==> src/msrc_pkg.sv <==
package msrc_pkg;

  localparam int MOTOR_COUNT = 3;
  localparam int MOTOR_IDX_W = (MOTOR_COUNT > 1) ? $clog2(MOTOR_COUNT) : 1;

  localparam int QUEUE_DEPTH = 2;
  localparam int QPTR_W      = (QUEUE_DEPTH > 1) ? $clog2(QUEUE_DEPTH) : 1;
  localparam int QCNT_W      = $clog2(QUEUE_DEPTH + 1);

  // step period = 2000 / pps, restoring divide one quotient bit a cycle
  localparam int             DIV_W      = 11;
  localparam logic [10:0]    DIVIDEND   = 11'd2000;
  localparam logic [3:0]     DIV_LAST   = 4'(DIV_W - 1);
  localparam logic [7:0]     PPS_MIN    = 8'd10;
  localparam logic [7:0]     PPS_MAX    = 8'd200;
  localparam logic [15:0]    ENDLESS    = 16'hffff;

  typedef enum logic [2:0] {
    MODE_TICK    = 3'd0,
    MODE_START   = 3'd1,
    MODE_STOP    = 3'd2,
    MODE_POWER   = 3'd3,
    MODE_ALL_OFF = 3'd4
  } mode_t;

  typedef enum logic [1:0] {
    F_IDLE,
    F_DIV,
    F_PUSH
  } front_state_t;

  typedef struct packed {
    logic [2:0]  mode;
    logic [1:0]  motor;
    logic [1:0]  direction;
    logic [7:0]  period;
    logic [15:0] step_count;
    logic        power_on;
  } cmd_t;

  function automatic logic [3:0] coil_of(input logic [1:0] ph);
    logic [3:0] pat;
    unique case (ph)
      2'd0: pat = 4'h3;
      2'd1: pat = 4'h6;
      2'd2: pat = 4'hc;
      2'd3: pat = 4'h9;
      default: pat = 4'h3;
    endcase
    return pat;
  endfunction

endpackage

==> src/msrc_front.sv <==
module msrc_front
  import msrc_pkg::*;
(
  input  logic        clk,
  input  logic        rst,
  input  logic        in_valid,
  output logic        in_stall,
  input  logic [2:0]  mode,
  input  logic [1:0]  motor,
  input  logic [1:0]  direction,
  input  logic [7:0]  steps_per_second,
  input  logic [15:0] step_count,
  input  logic        power_on,
  output logic        push,
  output cmd_t        push_cmd,
  input  logic        full
);

  front_state_t state, state_next;
  cmd_t         cmd;
  logic [10:0]  dividend;
  logic [7:0]   divisor;
  logic [7:0]   rem;
  logic [7:0]   quot;
  logic [3:0]   bit_cnt;

  logic [8:0]   trial;
  logic         ge;
  logic [7:0]   rem_next;
  logic [7:0]   quot_next;
  logic [7:0]   pps_sat;
  logic         accept;

  assign accept = in_valid && !in_stall;

  always_comb begin
    if (steps_per_second < PPS_MIN) begin
      pps_sat = PPS_MIN;
    end else if (steps_per_second > PPS_MAX) begin
      pps_sat = PPS_MAX;
    end else begin
      pps_sat = steps_per_second;
    end
  end

  always_comb begin
    trial     = {rem, dividend[DIV_W-1]};
    ge        = trial >= {1'b0, divisor};
    rem_next  = ge ? 8'(trial - {1'b0, divisor}) : trial[7:0];
    quot_next = {quot[6:0], ge};
  end

  always_comb begin
    state_next = state;
    in_stall   = 1'b1;
    push       = 1'b0;
    unique case (state)
      F_IDLE: begin
        in_stall = 1'b0;
        if (in_valid) begin
          state_next = (mode == MODE_START) ? F_DIV : F_PUSH;
        end
      end
      F_DIV: begin
        if (bit_cnt == '0) begin
          state_next = F_PUSH;
        end
      end
      F_PUSH: begin
        if (!full) begin
          push       = 1'b1;
          state_next = F_IDLE;
        end
      end
      default: state_next = F_IDLE;
    endcase
  end

  assign push_cmd = cmd;

  always_ff @(posedge clk) begin
    if (rst) begin
      state <= F_IDLE;
    end else begin
      state <= state_next;
    end
  end

  always_ff @(posedge clk) begin
    if (accept) begin
      cmd.mode       <= mode;
      cmd.motor      <= motor;
      cmd.direction  <= direction;
      cmd.period     <= '0;
      cmd.step_count <= step_count;
      cmd.power_on   <= power_on;
      divisor        <= pps_sat;
      dividend       <= DIVIDEND;
      rem            <= '0;
      quot           <= '0;
      bit_cnt        <= DIV_LAST;
    end else if (state == F_DIV) begin
      dividend <= {dividend[DIV_W-2:0], 1'b0};
      rem      <= rem_next;
      quot     <= quot_next;
      bit_cnt  <= bit_cnt - 4'd1;
      // quotient never exceeds 200, so the low byte is the whole of it
      if (bit_cnt == '0) begin
        cmd.period <= quot_next;
      end
    end
  end

endmodule

==> src/msrc_queue.sv <==
module msrc_queue
  import msrc_pkg::*;
(
  input  logic clk,
  input  logic rst,
  input  logic push,
  input  cmd_t push_cmd,
  output logic full,
  input  logic pop,
  output cmd_t pop_cmd,
  output logic empty
);

  cmd_t              entries [QUEUE_DEPTH];
  logic [QPTR_W-1:0] wr_ptr;
  logic [QPTR_W-1:0] rd_ptr;
  logic [QCNT_W-1:0] count;

  assign full    = count == QCNT_W'(QUEUE_DEPTH);
  assign empty   = count == '0;
  assign pop_cmd = entries[rd_ptr];

  function automatic logic [QPTR_W-1:0] ptr_inc(input logic [QPTR_W-1:0] p);
    return (p == QPTR_W'(QUEUE_DEPTH - 1)) ? '0 : QPTR_W'(p + 1'b1);
  endfunction

  always_ff @(posedge clk) begin
    if (rst) begin
      wr_ptr <= '0;
      rd_ptr <= '0;
      count  <= '0;
    end else begin
      if (push) begin
        wr_ptr <= ptr_inc(wr_ptr);
      end
      if (pop) begin
        rd_ptr <= ptr_inc(rd_ptr);
      end
      if (push && !pop) begin
        count <= count + QCNT_W'(1);
      end else if (pop && !push) begin
        count <= count - QCNT_W'(1);
      end
    end
  end

  always_ff @(posedge clk) begin
    if (push) begin
      entries[wr_ptr] <= push_cmd;
    end
  end

endmodule

==> src/msrc_back.sv <==
module msrc_back
  import msrc_pkg::*;
(
  input  logic       clk,
  input  logic       rst,
  input  cmd_t       cmd,
  input  logic       empty,
  output logic       pop,
  output logic       out_valid,
  input  logic       out_stall,
  output logic [1:0] motor_out,
  output logic [3:0] coil_pattern,
  output logic       drive_enabled,
  output logic       stepped,
  output logic       running
);

  logic [1:0]  phase          [MOTOR_COUNT];
  logic [15:0] remaining_steps[MOTOR_COUNT];
  logic [7:0]  step_period    [MOTOR_COUNT];
  logic [7:0]  tick_counter   [MOTOR_COUNT];
  logic [1:0]  step_direction [MOTOR_COUNT];
  logic        powered        [MOTOR_COUNT];

  logic                   valid_m;
  logic [MOTOR_IDX_W-1:0] idx;
  logic [1:0]             ph_n;
  logic [15:0]            rem_n;
  logic [7:0]             per_n;
  logic [7:0]             tc_n;
  logic [7:0]             tc_inc;
  logic [1:0]             dir_n;
  logic                   pow_n;
  logic                   step_n;
  logic                   all_off;

  assign pop = !empty && (!out_valid || !out_stall);

  always_comb begin
    valid_m = int'(cmd.motor) < MOTOR_COUNT;
    idx     = valid_m ? MOTOR_IDX_W'(cmd.motor) : '0;
    ph_n    = phase[idx];
    rem_n   = remaining_steps[idx];
    per_n   = step_period[idx];
    tc_n    = tick_counter[idx];
    dir_n   = step_direction[idx];
    pow_n   = powered[idx];
    tc_inc  = tick_counter[idx] + 8'd1;
    step_n  = 1'b0;
    all_off = 1'b0;
    unique case (mode_t'(cmd.mode))
      MODE_TICK: begin
        if (remaining_steps[idx] != '0) begin
          if (tc_inc == step_period[idx]) begin
            tc_n   = '0;
            step_n = valid_m;
            ph_n   = phase[idx] + step_direction[idx];
            if (remaining_steps[idx] != ENDLESS) begin
              rem_n = remaining_steps[idx] - 16'd1;
            end
          end else begin
            tc_n = tc_inc;
          end
        end
      end
      MODE_START: begin
        dir_n = cmd.direction;
        per_n = cmd.period;
        tc_n  = '0;
        rem_n = cmd.step_count;
        pow_n = 1'b1;
      end
      MODE_STOP: begin
        rem_n = '0;
      end
      MODE_POWER: begin
        pow_n = cmd.power_on;
      end
      MODE_ALL_OFF: begin
        all_off = 1'b1;
        rem_n   = '0;
        pow_n   = 1'b0;
      end
      default: ;
    endcase
  end

  always_ff @(posedge clk) begin
    if (rst) begin
      for (int k = 0; k < MOTOR_COUNT; k++) begin
        phase[k]           <= '0;
        remaining_steps[k] <= '0;
        step_period[k]     <= '0;
        tick_counter[k]    <= '0;
        step_direction[k]  <= '0;
        powered[k]         <= 1'b0;
      end
    end else if (pop) begin
      for (int k = 0; k < MOTOR_COUNT; k++) begin
        if (all_off) begin
          remaining_steps[k] <= '0;
          powered[k]         <= 1'b0;
        end else if (valid_m && idx == MOTOR_IDX_W'(k)) begin
          phase[k]           <= ph_n;
          remaining_steps[k] <= rem_n;
          step_period[k]     <= per_n;
          tick_counter[k]    <= tc_n;
          step_direction[k]  <= dir_n;
          powered[k]         <= pow_n;
        end
      end
    end
  end

  always_ff @(posedge clk) begin
    if (rst) begin
      out_valid <= 1'b0;
    end else if (pop) begin
      out_valid <= 1'b1;
    end else if (!out_stall) begin
      out_valid <= 1'b0;
    end
  end

  // a motor outside the array reports its motor number with zero coil pattern and status flags
  always_ff @(posedge clk) begin
    if (pop) begin
      motor_out     <= cmd.motor;
      coil_pattern  <= valid_m ? coil_of(ph_n) : 4'h0;
      drive_enabled <= valid_m && pow_n;
      stepped       <= step_n;
      running       <= valid_m && (rem_n != '0);
    end
  end

endmodule

==> src/multi_stepper_rate_controller.sv <==
// Three-motor full-step controller driven by one word stream of ticks and commands.
// Each accepted word yields exactly one result word for the addressed motor, after
// its update. The front end takes a new word only after pushing the last; a start
// word first gets its 2000/pps step period from a restoring divider, one quotient
// bit a cycle. A two-word queue sits between the front end and the motor state
// unit, which updates the motor state and loads the output register on the same
// pop, so result stalls do not hold up intake until the queue fills.
module multi_stepper_rate_controller
  import msrc_pkg::*;
(
  input  logic        clk,
  input  logic        rst,
  input  logic        in_valid,
  output logic        in_stall,
  input  logic [2:0]  mode,
  input  logic [1:0]  motor,
  input  logic [1:0]  direction,
  input  logic [7:0]  steps_per_second,
  input  logic [15:0] step_count,
  input  logic        power_on,
  output logic        out_valid,
  input  logic        out_stall,
  output logic [1:0]  motor_out,
  output logic [3:0]  coil_pattern,
  output logic        drive_enabled,
  output logic        stepped,
  output logic        running
);

  logic push;
  logic full;
  logic pop;
  logic empty;
  cmd_t push_cmd;
  cmd_t pop_cmd;

  msrc_front u_front (
    .clk              (clk),
    .rst              (rst),
    .in_valid         (in_valid),
    .in_stall         (in_stall),
    .mode             (mode),
    .motor            (motor),
    .direction        (direction),
    .steps_per_second (steps_per_second),
    .step_count       (step_count),
    .power_on         (power_on),
    .push             (push),
    .push_cmd         (push_cmd),
    .full             (full)
  );

  msrc_queue u_queue (
    .clk      (clk),
    .rst      (rst),
    .push     (push),
    .push_cmd (push_cmd),
    .full     (full),
    .pop      (pop),
    .pop_cmd  (pop_cmd),
    .empty    (empty)
  );

  msrc_back u_back (
    .clk           (clk),
    .rst           (rst),
    .cmd           (pop_cmd),
    .empty         (empty),
    .pop           (pop),
    .out_valid     (out_valid),
    .out_stall     (out_stall),
    .motor_out     (motor_out),
    .coil_pattern  (coil_pattern),
    .drive_enabled (drive_enabled),
    .stepped       (stepped),
    .running       (running)
  );

endmodule

==> config.mk <==
export PLATFORM = sky130hd
export DESIGN_NAME = multi_stepper_rate_controller
export DESIGN_NICKNAME = d
export VERILOG_FILES = /design/src/msrc_pkg.sv /design/src/msrc_front.sv /design/src/msrc_queue.sv /design/src/msrc_back.sv /design/src/multi_stepper_rate_controller.sv
export SDC_FILE = /design/constraint.sdc
export NUM_CORES = 1
export LEC_CHECK = 0
export BUFFER_PORTS_ARGS = -buffer_cell sky130_fd_sc_hd__buf_2
export CORE_AREA = 2 2 163 165
export CTS_CLUSTER_DIAMETER = 100
export DETAILED_ROUTE_END_ITERATION = 8
export DIE_AREA = 0 0 165 167
export PLACE_DENSITY_LB_ADDON = 0.25
export SLEW_MARGIN = 0
export SYNTH_ARGS = -nofsm -noshare
export SYNTH_HDL_FRONTEND = slang
export SYNTH_SLANG_ARGS = --single-unit
==> constraint.sdc <==
create_clock -name clk -period 4.5 [get_ports clk]
set_clock_uncertainty 0.1 [all_clocks]
set_input_delay 0.675 -clock clk [delete_from_list [all_inputs] [get_ports clk]]
set_output_delay 0.675 -clock clk [all_outputs]
set_load 0.005 [all_outputs]
==> impl_metrics.csv, run 1 <==
group,metric,value,unit
logic_synthesis,yosysSeqAreaShare,62.8,%
logic_synthesis,ys_warn_count,0,
global_routing,overflow,0,
global_routing,first_global_vias,7676,
logic_synthesis,synthFlopType,"edfxtp_1",
logic_synthesis,syn_avg_cell_area,12.1,sq um
setup_path,startpoint_type,"flop",
setup_path,slowest_stage,"nor4_1",
placed_design,place_area,0.0126,sq mm
clock_network,htree_levels,1,
setup_path,crit_type,"reg -> reg",
clock_network,post_cts_buffers,0,
setup_path,required,4.68,ns
floorplanning,die_area,0.0276,sq mm
power,p_leak,0.00500,uW
floorplanning,fp-row-count,59,
placed_design,hpwl,18300,um
logic_synthesis,synth.most_common_cell,"edfxtp_1",
run_status,status,"complete, no violations",
cells_and_area,layout-area-overhead-vs-synth,16.1,%
cells_and_area,fillers,2212,
cells_and_area,nets,1115,
global_routing,grt_max_degree,59,
floorplanning,io_pins,47,
job,maxCapViolCount,0,
placed_design,gp_congestion,0.992,
cells_and_area,design_area,0.0136,sq mm
setup_path,path_buf_inv,3,
drt,firstDrtPassIters,6,
logic_synthesis,synthDistinctLibCells,71,
logic_synthesis,syn-num-nets,1022,
global_routing,grt_pass1_wl,42300,um
clock_network,cts_buffer_depth,3,
floorplanning,core,0.0258,sq mm
power,power.density,553,mW/mm^2
drt,post-route-drc-count,0,
clock_network,clk_pin_slew,0.06,ns
cells_and_area,drive_above_1_share,17.3,%
clock_network,cts_tree,"done",
logic_synthesis,synthMuxAreaShare,3.89,%
logic_synthesis,synth_edf_count,216,
drt,wl_per_cell,19.2,um
timing,slew_violations,0,
clock_network,clock-sinks,258,
global_routing,grt_busiest_layer,"met2",
setup_path,cp_max_fo,9,
drt,vias,7904,
global_routing,globalRouteMet2Util,30.2,%
global_routing,grt_use_met3,3.51,%
drt,ant_nets,0,
global_routing,antenna_found_initial,0,
logic_synthesis,synth_top_family_by_area,"simple AND/OR/NAND/NOR gates",
timing,setup_viol,0,
hold_path,worstHoldPathType,"in -> reg",
logic_synthesis,ys_ff_latch,258,
logic_synthesis,synth_area_leader_cell,"edfxtp_1",
logic_synthesis,synth_commonest_cells,"edfxtp_1 (216), nor2_1 (145), nand2_1 (78)",
timing,slew_headroom,24.4,%
floorplanning,fp.dieH,167,um
drt,finalWirelength,27100,um
logic_synthesis,synth-compound-area-share,12.3,%
placed_design,post-place-cells,1365,
clock_network,root_buffer,"clkbuf_16",
drt,viasPerCell,5.59,
logic_synthesis,netlist.area_leader.share,55.6,%
logic_synthesis,synth_area_leaders,"edfxtp_1 (56%), dfxtp_1 (7.2%), nor2_1 (4.7%)",
logic_synthesis,yosys.area_share.simple,13.9,%
setup_path,slowest_delay,0.51,ns
placed_design,io_buffers,46,
floorplanning,die_x,165,um
logic_synthesis,yosys.area_share.xor_xnor,2.33,%
floorplanning,start_util,45.3,%
logic_synthesis,synth_area,0.0117,sq mm
logic_synthesis,synthAdderAreaFrac,2.21,%
global_routing,grt_usage,19.9,%
timing,finalHoldViolCount,0,
setup_path,crit_path_cell_trace,"or3b_4 -> nand2_2 -> buf_4 -> a222oi_1 -> ha_1 -> o2111ai_1 -> nor4_1 -> nand4_1 -> buf_4 -> nand2_1 -> nor4_4 -> nand2_1 -> mux2i_1 -> inv_1 -> ha_1 -> nor2b_1",
setup_path,crit_family,"simple AND/OR/NAND/NOR gates",
setup_path,cp_data_arrival_time,4.54,ns
timing,period_minus_slack,4.36,ns
cells_and_area,num_antenna_cells,0,
timing,clock.fmax,229,MHz
timing,fin_crit_sh,97.0,%
cells_and_area,stdcell_count,1414,
clock_network,worstSkewPairLatency,0.54,ns
global_routing,use_met1,29.4,%
clock_network,numCtsBuffers,27,
logic_synthesis,async_reset_ff_share,0,%
logic_synthesis,synthCells,966,
timing,worst_slew_pin_slew,1.13,ns
power,ir_drop,0.000318,V
setup_path,cp-end-kind,"flop",
drt,drtIter0Drc,806,
[area by class of cell]
| type | instances | area, sq um | area share (%) |
|---|---|---|---|
| repair buffers | 105 | 698 | 5.15 |
| multi-input cells | 636 | 4090 | 30.2 |
| clock buffers | 37 | 723 | 5.34 |
| well taps | 335 | 419 | 3.09 |
| clock inverters | 12 | 173 | 1.27 |
| inverters | 31 | 116 | 0.859 |
| flip-flops and latches | 258 | 7330 | 54.1 |
[registers in the layout, indices dropped and copies added, names as in the netlist, 8 cells and up, named ones only]
register and count:
u_queue.entries 64, u_back.remaining_steps 48, u_front.push_cmd 32, u_back.step_period 24
u_back.tick_counter 24, u_front.divisor 8, u_front.rem 8
[cell usage in the layout (no fill, tap or decap), types with 30 or more instances in the layout]
| master | instances |
|---|---|
| dfxtp_1 | 41 |
| nor2_1 | 145 |
| buf_4 | 57 |
| a21oi_1 | 35 |
| inv_1 | 30 |
| edfxtp_1 | 216 |
| buf_2 | 46 |
| mux2i_1 | 35 |
| nand2_1 | 78 |
[logic make-up after synthesis]
kind of cell	Yosys count
XOR/XNOR	31
AND/OR/NAND/NOR	344
flip-flops	258
buffers and inverters	72
AO/OA/AOI/OAI	197
adder cells (fa/ha/maj)	20
multiplexers	44
[layer usage]
| metal | vias to the layer above | part of all wire [%] |
|---|---|---|
| met4 | 0 | 2.4 |
| met3 | 51 | 8.1 |
| met1 | 3735 | 45 |
| met2 | 312 | 45 |
| li1 | 3806 | - |
| met5 | - | 0 |
[repair_timing]
item,4_1_cts,5_1_grt
resized for setup,0,7
hold buffers,0,0
endpoints found under the setup margin,0,52
[report_power, final]
group / switching (uW) / internal [uW] / total, uW / leakage [uW]
combinational: 1340 / 814 / 2150 / 0.00208
sequential: 116 / 2970 / 3080 / 0.00248
clock: 898 / 1360 / 2250 / 0.000435
total: 2350 / 5130 / 7490 / 0.00500
[final timing paths]
path | from | endpoint | slack [ns] | depth (start not counted)
worst max register to register | u_queue.entries[0][28] | u_back.coil_pattern[2] | 0.14 | 16
worst max-delay path | u_queue.entries[0][28] | u_back.coil_pattern[2] | 0.14 | 16
worst min register to register | u_front.push_cmd[7] | u_queue.entries[0][7] | 0.34 | 0
worst min-delay path | step_count[11] | u_front.push_cmd[12] | 0.20 | 1
[per-stage QoR]
| stage | hold WS [ns] | power [uW] | setup slack, ns | util [%] | TNS, ns |
|---|---|---|---|---|---|
| floorplan | 0.321 | 4460 | 0.484 | - | 0 |
| global placement | 0.325 | 5210 | 0.208 | 49.0 | 0 |
| detailed placement | 0.332 | 5220 | 0.0968 | 49.0 | 0 |
| CTS | 0.190 | 7490 | 0.0843 | 52.5 | 0 |
| global route | 0.189 | 7850 | -0.0768 | 52.6 | -0.383 |
| finish | 0.205 | 7490 | 0.136 | 52.6 | 0 |
Note: power is estimated with default switching activity, not from simulation.
==> inputs of run 2 (changes only) <==
- ABC_AREA: not set -> 1
- CORE_AREA: 2 2 163 165 -> 2 2 170 172
- DIE_AREA: 0 0 165 167 -> 0 0 172 174
==> run 2 against run 1 <==
  * Clock power rose by 2%
  * Worst hold slack got worse by 0.00089 ns
  * Clock-buffer cell count down 4
  * Critical path depth rose by 3
  * Synthesized cell count increased by 40%
  * Global-route usage grew 1.1 points
  * Non-clock buffer count decreased by 35
  * Total power is 30% higher
  * Core utilization is 1.9 points lower
  * Final cell count up 28%
  * Area after synthesis rose by 9.3%
  * Register-to-register slack improved by 0.32 ns
==> impl_metrics.csv, run 2 <==
group,metric,value,unit
drt,firstDrtPassIters,5,
setup_path,required,4.66,ns
logic_synthesis,ys_ff_latch,258,
global_routing,antenna_found_initial,0,
global_routing,grt_pass1_wl,49500,um
drt,ant_nets,0,
placed_design,pre_cts_ws,0.512,ns
clock_network,numCtsBuffers,28,
clock_network,htree_levels,1,
floorplanning,die_x,172,um
cells_and_area,num_antenna_cells,0,
timing,setup_ws,0.454,ns
cells_and_area,drive_above_1_share,13.7,%
logic_synthesis,syn_avg_cell_area,9.47,sq um
cells_and_area,nets,1460,
run_status,status,"complete, no violations",
logic_synthesis,synth_edf_count,216,
logic_synthesis,syn-num-nets,1404,
global_routing,first_global_vias,9193,
setup_path,cp_data_arrival_time,4.21,ns
logic_synthesis,synth.most_common_cell,"nand2_1",
drt,post-route-drc-count,0,
placed_design,io_buffers,46,
drt,highest_layer,"met4",
logic_synthesis,synth_commonest_cells,"nand2_1 (278), edfxtp_1 (216), inv_1 (171)",
timing,setup_viol,0,
clock_network,post_cts_buffers,0,
placed_design,place_area,0.0134,sq mm
cells_and_area,design_area,0.0143,sq mm
timing,tns,0,ns
timing,period_minus_slack,4.05,ns
timing,slew_headroom,40.9,%
placed_design,gp_congestion,0.926,
cells_and_area,layout_common_cells,"nand2_1 (278), edfxtp_1 (216), inv_1 (171)",
drt,wl_per_cell,16.7,um
setup_path,slowest_stage,"dfxtp_1",
clock_network,clk_pin_slew,0.06,ns
cells_and_area,top_register,"u_queue.entries",
clock_network,cts_tree,"done",
drt,dr_wl_met2,13500,um
floorplanning,core,0.0282,sq mm
global_routing,grt_usage,21.0,%
logic_synthesis,synthDistinctLibCells,52,
placed_design,hpwl,20900,um
setup_path,startpoint_type,"flop",
cells_and_area,layout-area-overhead-vs-synth,12.2,%
drt,met1_length,13600,um
power,p_leak,0.00588,uW
timing,clock.fmax,247,MHz
timing,worst_slew_pin_slew,0.877,ns
cells_and_area,largest_register_ffs,64,
power,ir_drop,0.000339,V
setup_path,crit_path_cell_trace,"nand2_1 -> nand2_4 -> nand2_8 -> nand2_8 -> inv_6 -> nand2_1 -> inv_1 -> nor2_2 -> nand4_1 -> nor3_2 -> nand2_1 -> nand2_1 -> nor2_2 -> nand3_1 -> xor2_1 -> inv_2 -> ha_1 -> nor2_1 -> nor2_1",
drt,viasPerCell,5.22,
floorplanning,io_pins,47,
logic_synthesis,ys_warn_count,0,
cells_and_area,final_common_cell,"nand2_1",
drt,met3_length,2400,um
logic_synthesis,synthCells,1348,
clock_network,cts_hold_buffers,0,
job,maxCapViolCount,0,
timing,fin_crit_sh,89.9,%
drt,vias,9440,
drt,finalWirelength,30300,um
floorplanning,start_util,45.2,%
clock_network,cts_buffer_depth,3,
clock_network,clock-sinks,258,
global_routing,grt_max_degree,47,
setup_path,slowest_delay,0.45,ns
logic_synthesis,netlist.area_leader.share,50.8,%
floorplanning,fp.dieH,174,um
setup_path,cp-end-kind,"flop",
setup_path,path_buf_inv,3,
clock_network,worstSkewPairLatency,0.55,ns
drt,drtIter0Drc,792,
power,power.density,680,mW/mm^2
logic_synthesis,synth_area_leader_cell,"edfxtp_1",
clock_network,ctsResizeCount,0,
timing,rsz0062_at_grt,"no",
setup_path,crit_family,"simple AND/OR/NAND/NOR gates",
setup_path,cp_max_fo,25,
logic_synthesis,synth_area_leaders,"edfxtp_1 (51%), nand2_1 (8.2%), dfxtp_1 (6.6%)",
timing,slew_violations,0,
global_routing,overflow,0,
clock_network,root_buffer,"clkbuf_16",
hold_path,worstHoldPathType,"in -> reg",
timing,finalHoldViolCount,0,
logic_synthesis,synth_area,0.0128,sq mm
setup_path,cp_common_cell,"nand2_1",
setup_path,crit_type,"reg -> reg",
floorplanning,fp-row-count,62,
floorplanning,die_area,0.0299,sq mm
logic_synthesis,synthFlopType,"edfxtp_1",
logic_synthesis,async_reset_ff_share,0,%
logic_synthesis,yosysSeqAreaShare,57.4,%
[run 2: cells by family after synthesis]
group	count (synthesis)	synth area share [%]
AO/OA/AOI/OAI	165	7.61
XOR/XNOR	11	0.755
adder cells (fa/ha/maj)	20	2.02
buffers and inverters	230	7.69
flip-flops	258	57.4
AND/OR/NAND/NOR	664	24.5
[run 2: final cells by class]
class,instances,area [sq um]
Clock inverter,19,211
Tap cell,384,480
Sequential cell,258,7330
Multi-Input combinational cell,860,4470
Clock buffer,33,719
Timing Repair Buffer,70,410
Inverter,186,706
Fill cell,2636,13900
[run 2: power by group]
group          total [uW]  switching [uW]  internal (uW)  leakage, uW
Sequential           3350             173           3180      0.00248
Combinational        4070            2970           1110      0.00295
Clock                2300             927           1380     0.000449
[run 2: per-stage QoR]
stage	power, uW	util (%)	hold WS, ns	std cells
after floorplan	6320	-	0.320	1348
final	9730	50.7	0.204	1810
after detailed placement	7430	47.4	0.333	1758
after CTS	9750	50.7	0.179	1810
after global placement	7400	47.4	0.323	1758
after global routing	10400	50.7	0.181	1810
[run 2: routing by layer]
metal | vias up | track usage (%)
met3 | 54 | 3.76
met1 | 4382 | 30.4
met4 | 0 | 5.36
met5 | - | 0
met2 | 356 | 32.7
li1 | 4648 | -
[run 2: worst paths after layout]
path | slack (ns) | to | from | cells past startpoint
worst max-delay path | 0.45 | u_back.coil_pattern[1] | flop | 19
worst min-delay path | 0.20 | u_front.push_cmd[11] | step_count[10] | 1
worst max register to register | 0.45 | u_back.coil_pattern[1] | flop | 19
worst min register to register | 0.34 | u_queue.entries[0][26] | u_front.push_cmd[26] | 0
==> inputs of run 3 (changes only) <==
- GPL_TIMING_DRIVEN: not set -> 0
==> run 3 against run 2 <==
  * Maximum frequency down 1.3%
  * Flip-flop and latch count did not move
  * Largest cell class unchanged
  * Highest routed layer unchanged
  * Total power grew 0.34%
==> impl_metrics.csv, run 3 (synthesis results as in run 2) <==
group,metric,value,unit
timing,rsz0062_at_grt,"no",
cells_and_area,nets,1482,
drt,finalWirelength,29400,um
clock_network,root_buffer,"clkbuf_16",
timing,setup_viol,0,
job,maxCapViolCount,0,
hold_path,worstHoldPathType,"in -> reg",
drt,drtIter0Drc,582,
timing,period_minus_slack,4.10,ns
floorplanning,die_x,172,um
clock_network,cts_hold_buffers,0,
setup_path,crit_type,"reg -> reg",
placed_design,place_area,0.0135,sq mm
drt,wl_per_cell,16.1,um
drt,viasPerCell,5.10,
floorplanning,io_pins,47,
run_status,status,"complete, no violations",
floorplanning,die_area,0.0299,sq mm
clock_network,worstSkewPairLatency,0.56,ns
drt,vias,9345,
floorplanning,core,0.0282,sq mm
setup_path,cp-end-kind,"flop",
setup_path,cp_max_fo,20,
global_routing,antenna_found_initial,0,
cells_and_area,largest_register_ffs,64,
clock_network,clock-sinks,258,
placed_design,io_buffers,46,
cells_and_area,layout_common_cells,"nand2_1 (278), edfxtp_1 (216), inv_1 (171)",
power,power_frac_clock,23.2,%
cells_and_area,num_antenna_cells,0,
drt,firstDrtPassIters,7,
clock_network,post_cts_buffers,0,
clock_network,clk_pin_slew,0.06,ns
setup_path,r2r_cells,13,
timing,worst_slew_pin_slew,1.04,ns
timing,fin_crit_sh,91.1,%
placed_design,gp_congestion,0.937,
timing,tns,0,ns
setup_path,required,4.45,ns
timing,finalHoldViolCount,0,
timing,clock.fmax,244,MHz
setup_path,timing.rr.end,"u_back.tick_counter[0][6]",
cells_and_area,layout-area-overhead-vs-synth,13.3,%
clock_network,cts_tree,"done",
timing,slew_headroom,30.8,%
setup_path,worst-r2r-setup-slack,0.40,ns
power,combPwrFrac,42.7,%
clock_network,htree_levels,1,
setup_path,startpoint_type,"flop",
clock_network,ctsResizeCount,0,
power,p_seq_share,34.2,%
setup_path,setup.worst_path.end,"u_back.tick_counter[0][6]",
cells_and_area,drive_above_1_share,13.3,%
power,p_sw_share,41.2,%
cells_and_area,top_register,"u_queue.entries",
drt,post-route-drc-count,0,
power,ir_drop,0.000351,V
global_routing,overflow,0,
cells_and_area,final_common_cell,"nand2_1",
setup_path,cp_data_arrival_time,4.05,ns
cells_and_area,design_area,0.0145,sq mm
power,p_leak,0.00592,uW
global_routing,grt_usage,20.0,%
clock_network,numCtsBuffers,28,
floorplanning,fp.dieH,174,um
global_routing,first_global_vias,8903,
power,p_int,5740,uW
clock_network,cts_buffer_depth,3,
floorplanning,fp-row-count,62,
cells_and_area,post-route-util,51.2,%
drt,ant_nets,0,
global_routing,grt_pass1_wl,47000,um
power,power.density,675,mW/mm^2
power,power_switching,4020,uW
timing,slew_violations,0,
placed_design,hpwl,21000,um
floorplanning,start_util,45.2,%
global_routing,grt_max_degree,33,
## run 3: cell types whose count changed in the layout (fill, tap and decap cells not counted), moves of 2 or more
cell      change
buf_2         +4
clkbuf_1     +27
clkbuf_8      +2
inv_6         -2
buf_4        -20
buf_8         +2
clkinv_1      -4
nor2_2        -2
buf_6         +9
## run 3: final cells by class
type	instances	area, sq um
clock buffers	39	762
fillers	2615	13800
multi-input cells	860	4470
clock inverters	12	160
plain buffers	44	277
well taps	384	480
repair buffers	48	278
inverters	186	706
flip-flops and latches	258	7330
## run 3: stage by stage
step	instances	setup WS [ns]	hold WS, ns	total power (uW)
2_1_floorplan	1348	1.16	0.320	6320
3_3_place_gp	1778	0.357	0.325	7430
6_report	1831	0.403	0.188	9760
3_5_place_dp	1780	0.282	0.331	7510
4_1_cts	1831	0.231	0.166	9790
5_1_grt	1831	0.112	0.170	10400
## run 3: power groups by stage
| stage | Combinational, uW | Sequential [uW] | Clock, uW |
|---|---|---|---|
| floorplan | 2970 | 3360 | 0 |
| global route | 4640 | 3380 | 2400 |
| detailed placement | 4120 | 3390 | 0 |
| CTS | 4150 | 3340 | 2310 |
| global placement | 4050 | 3380 | 0 |
| finish | 4160 | 3340 | 2260 |
## run 3: worst min path at each step
stage	from	endpoint	slack, ns	cells after the start
after floorplan	u_front.push_cmd[24]	u_queue.entries[0][24]	0.32	0
after global placement	u_front.push_cmd[8]	u_queue.entries[0][8]	0.32	0
after detailed placement	u_front.push_cmd[1]	u_queue.entries[1][1]	0.33	0
after CTS	power_on	u_front.push_cmd[0]	0.17	1
final	step_count[14]	u_front.push_cmd[15]	0.19	1
after global routing	step_count[14]	u_front.push_cmd[15]	0.17	1
## run 3: worst max-delay path, stage by stage, from the launching register on
cell,delay [ns]
dfxtp_1,0.32
buf_6,0.13
inv_4,0.06
clkbuf_1,0.24
nand2_1,0.12
nand2_1,0.10
nor2_1,0.15
inv_1,0.07
nor2_1,0.27
inv_1,0.12
nand2_1,0.09
clkbuf_1,0.49
clkbuf_1,0.53
nand2_1,0.78
## run 3: routing by layer
layer | up-vias | GRT usage [%] | part of all wire, %
met5 | - | 0 | 0
met4 | 0 | 5.88 | 2.7
met3 | 51 | 3.60 | 5.6
met2 | 228 | 31.5 | 45
met1 | 4370 | 28.4 | 47
li1 | 4696 | - | -
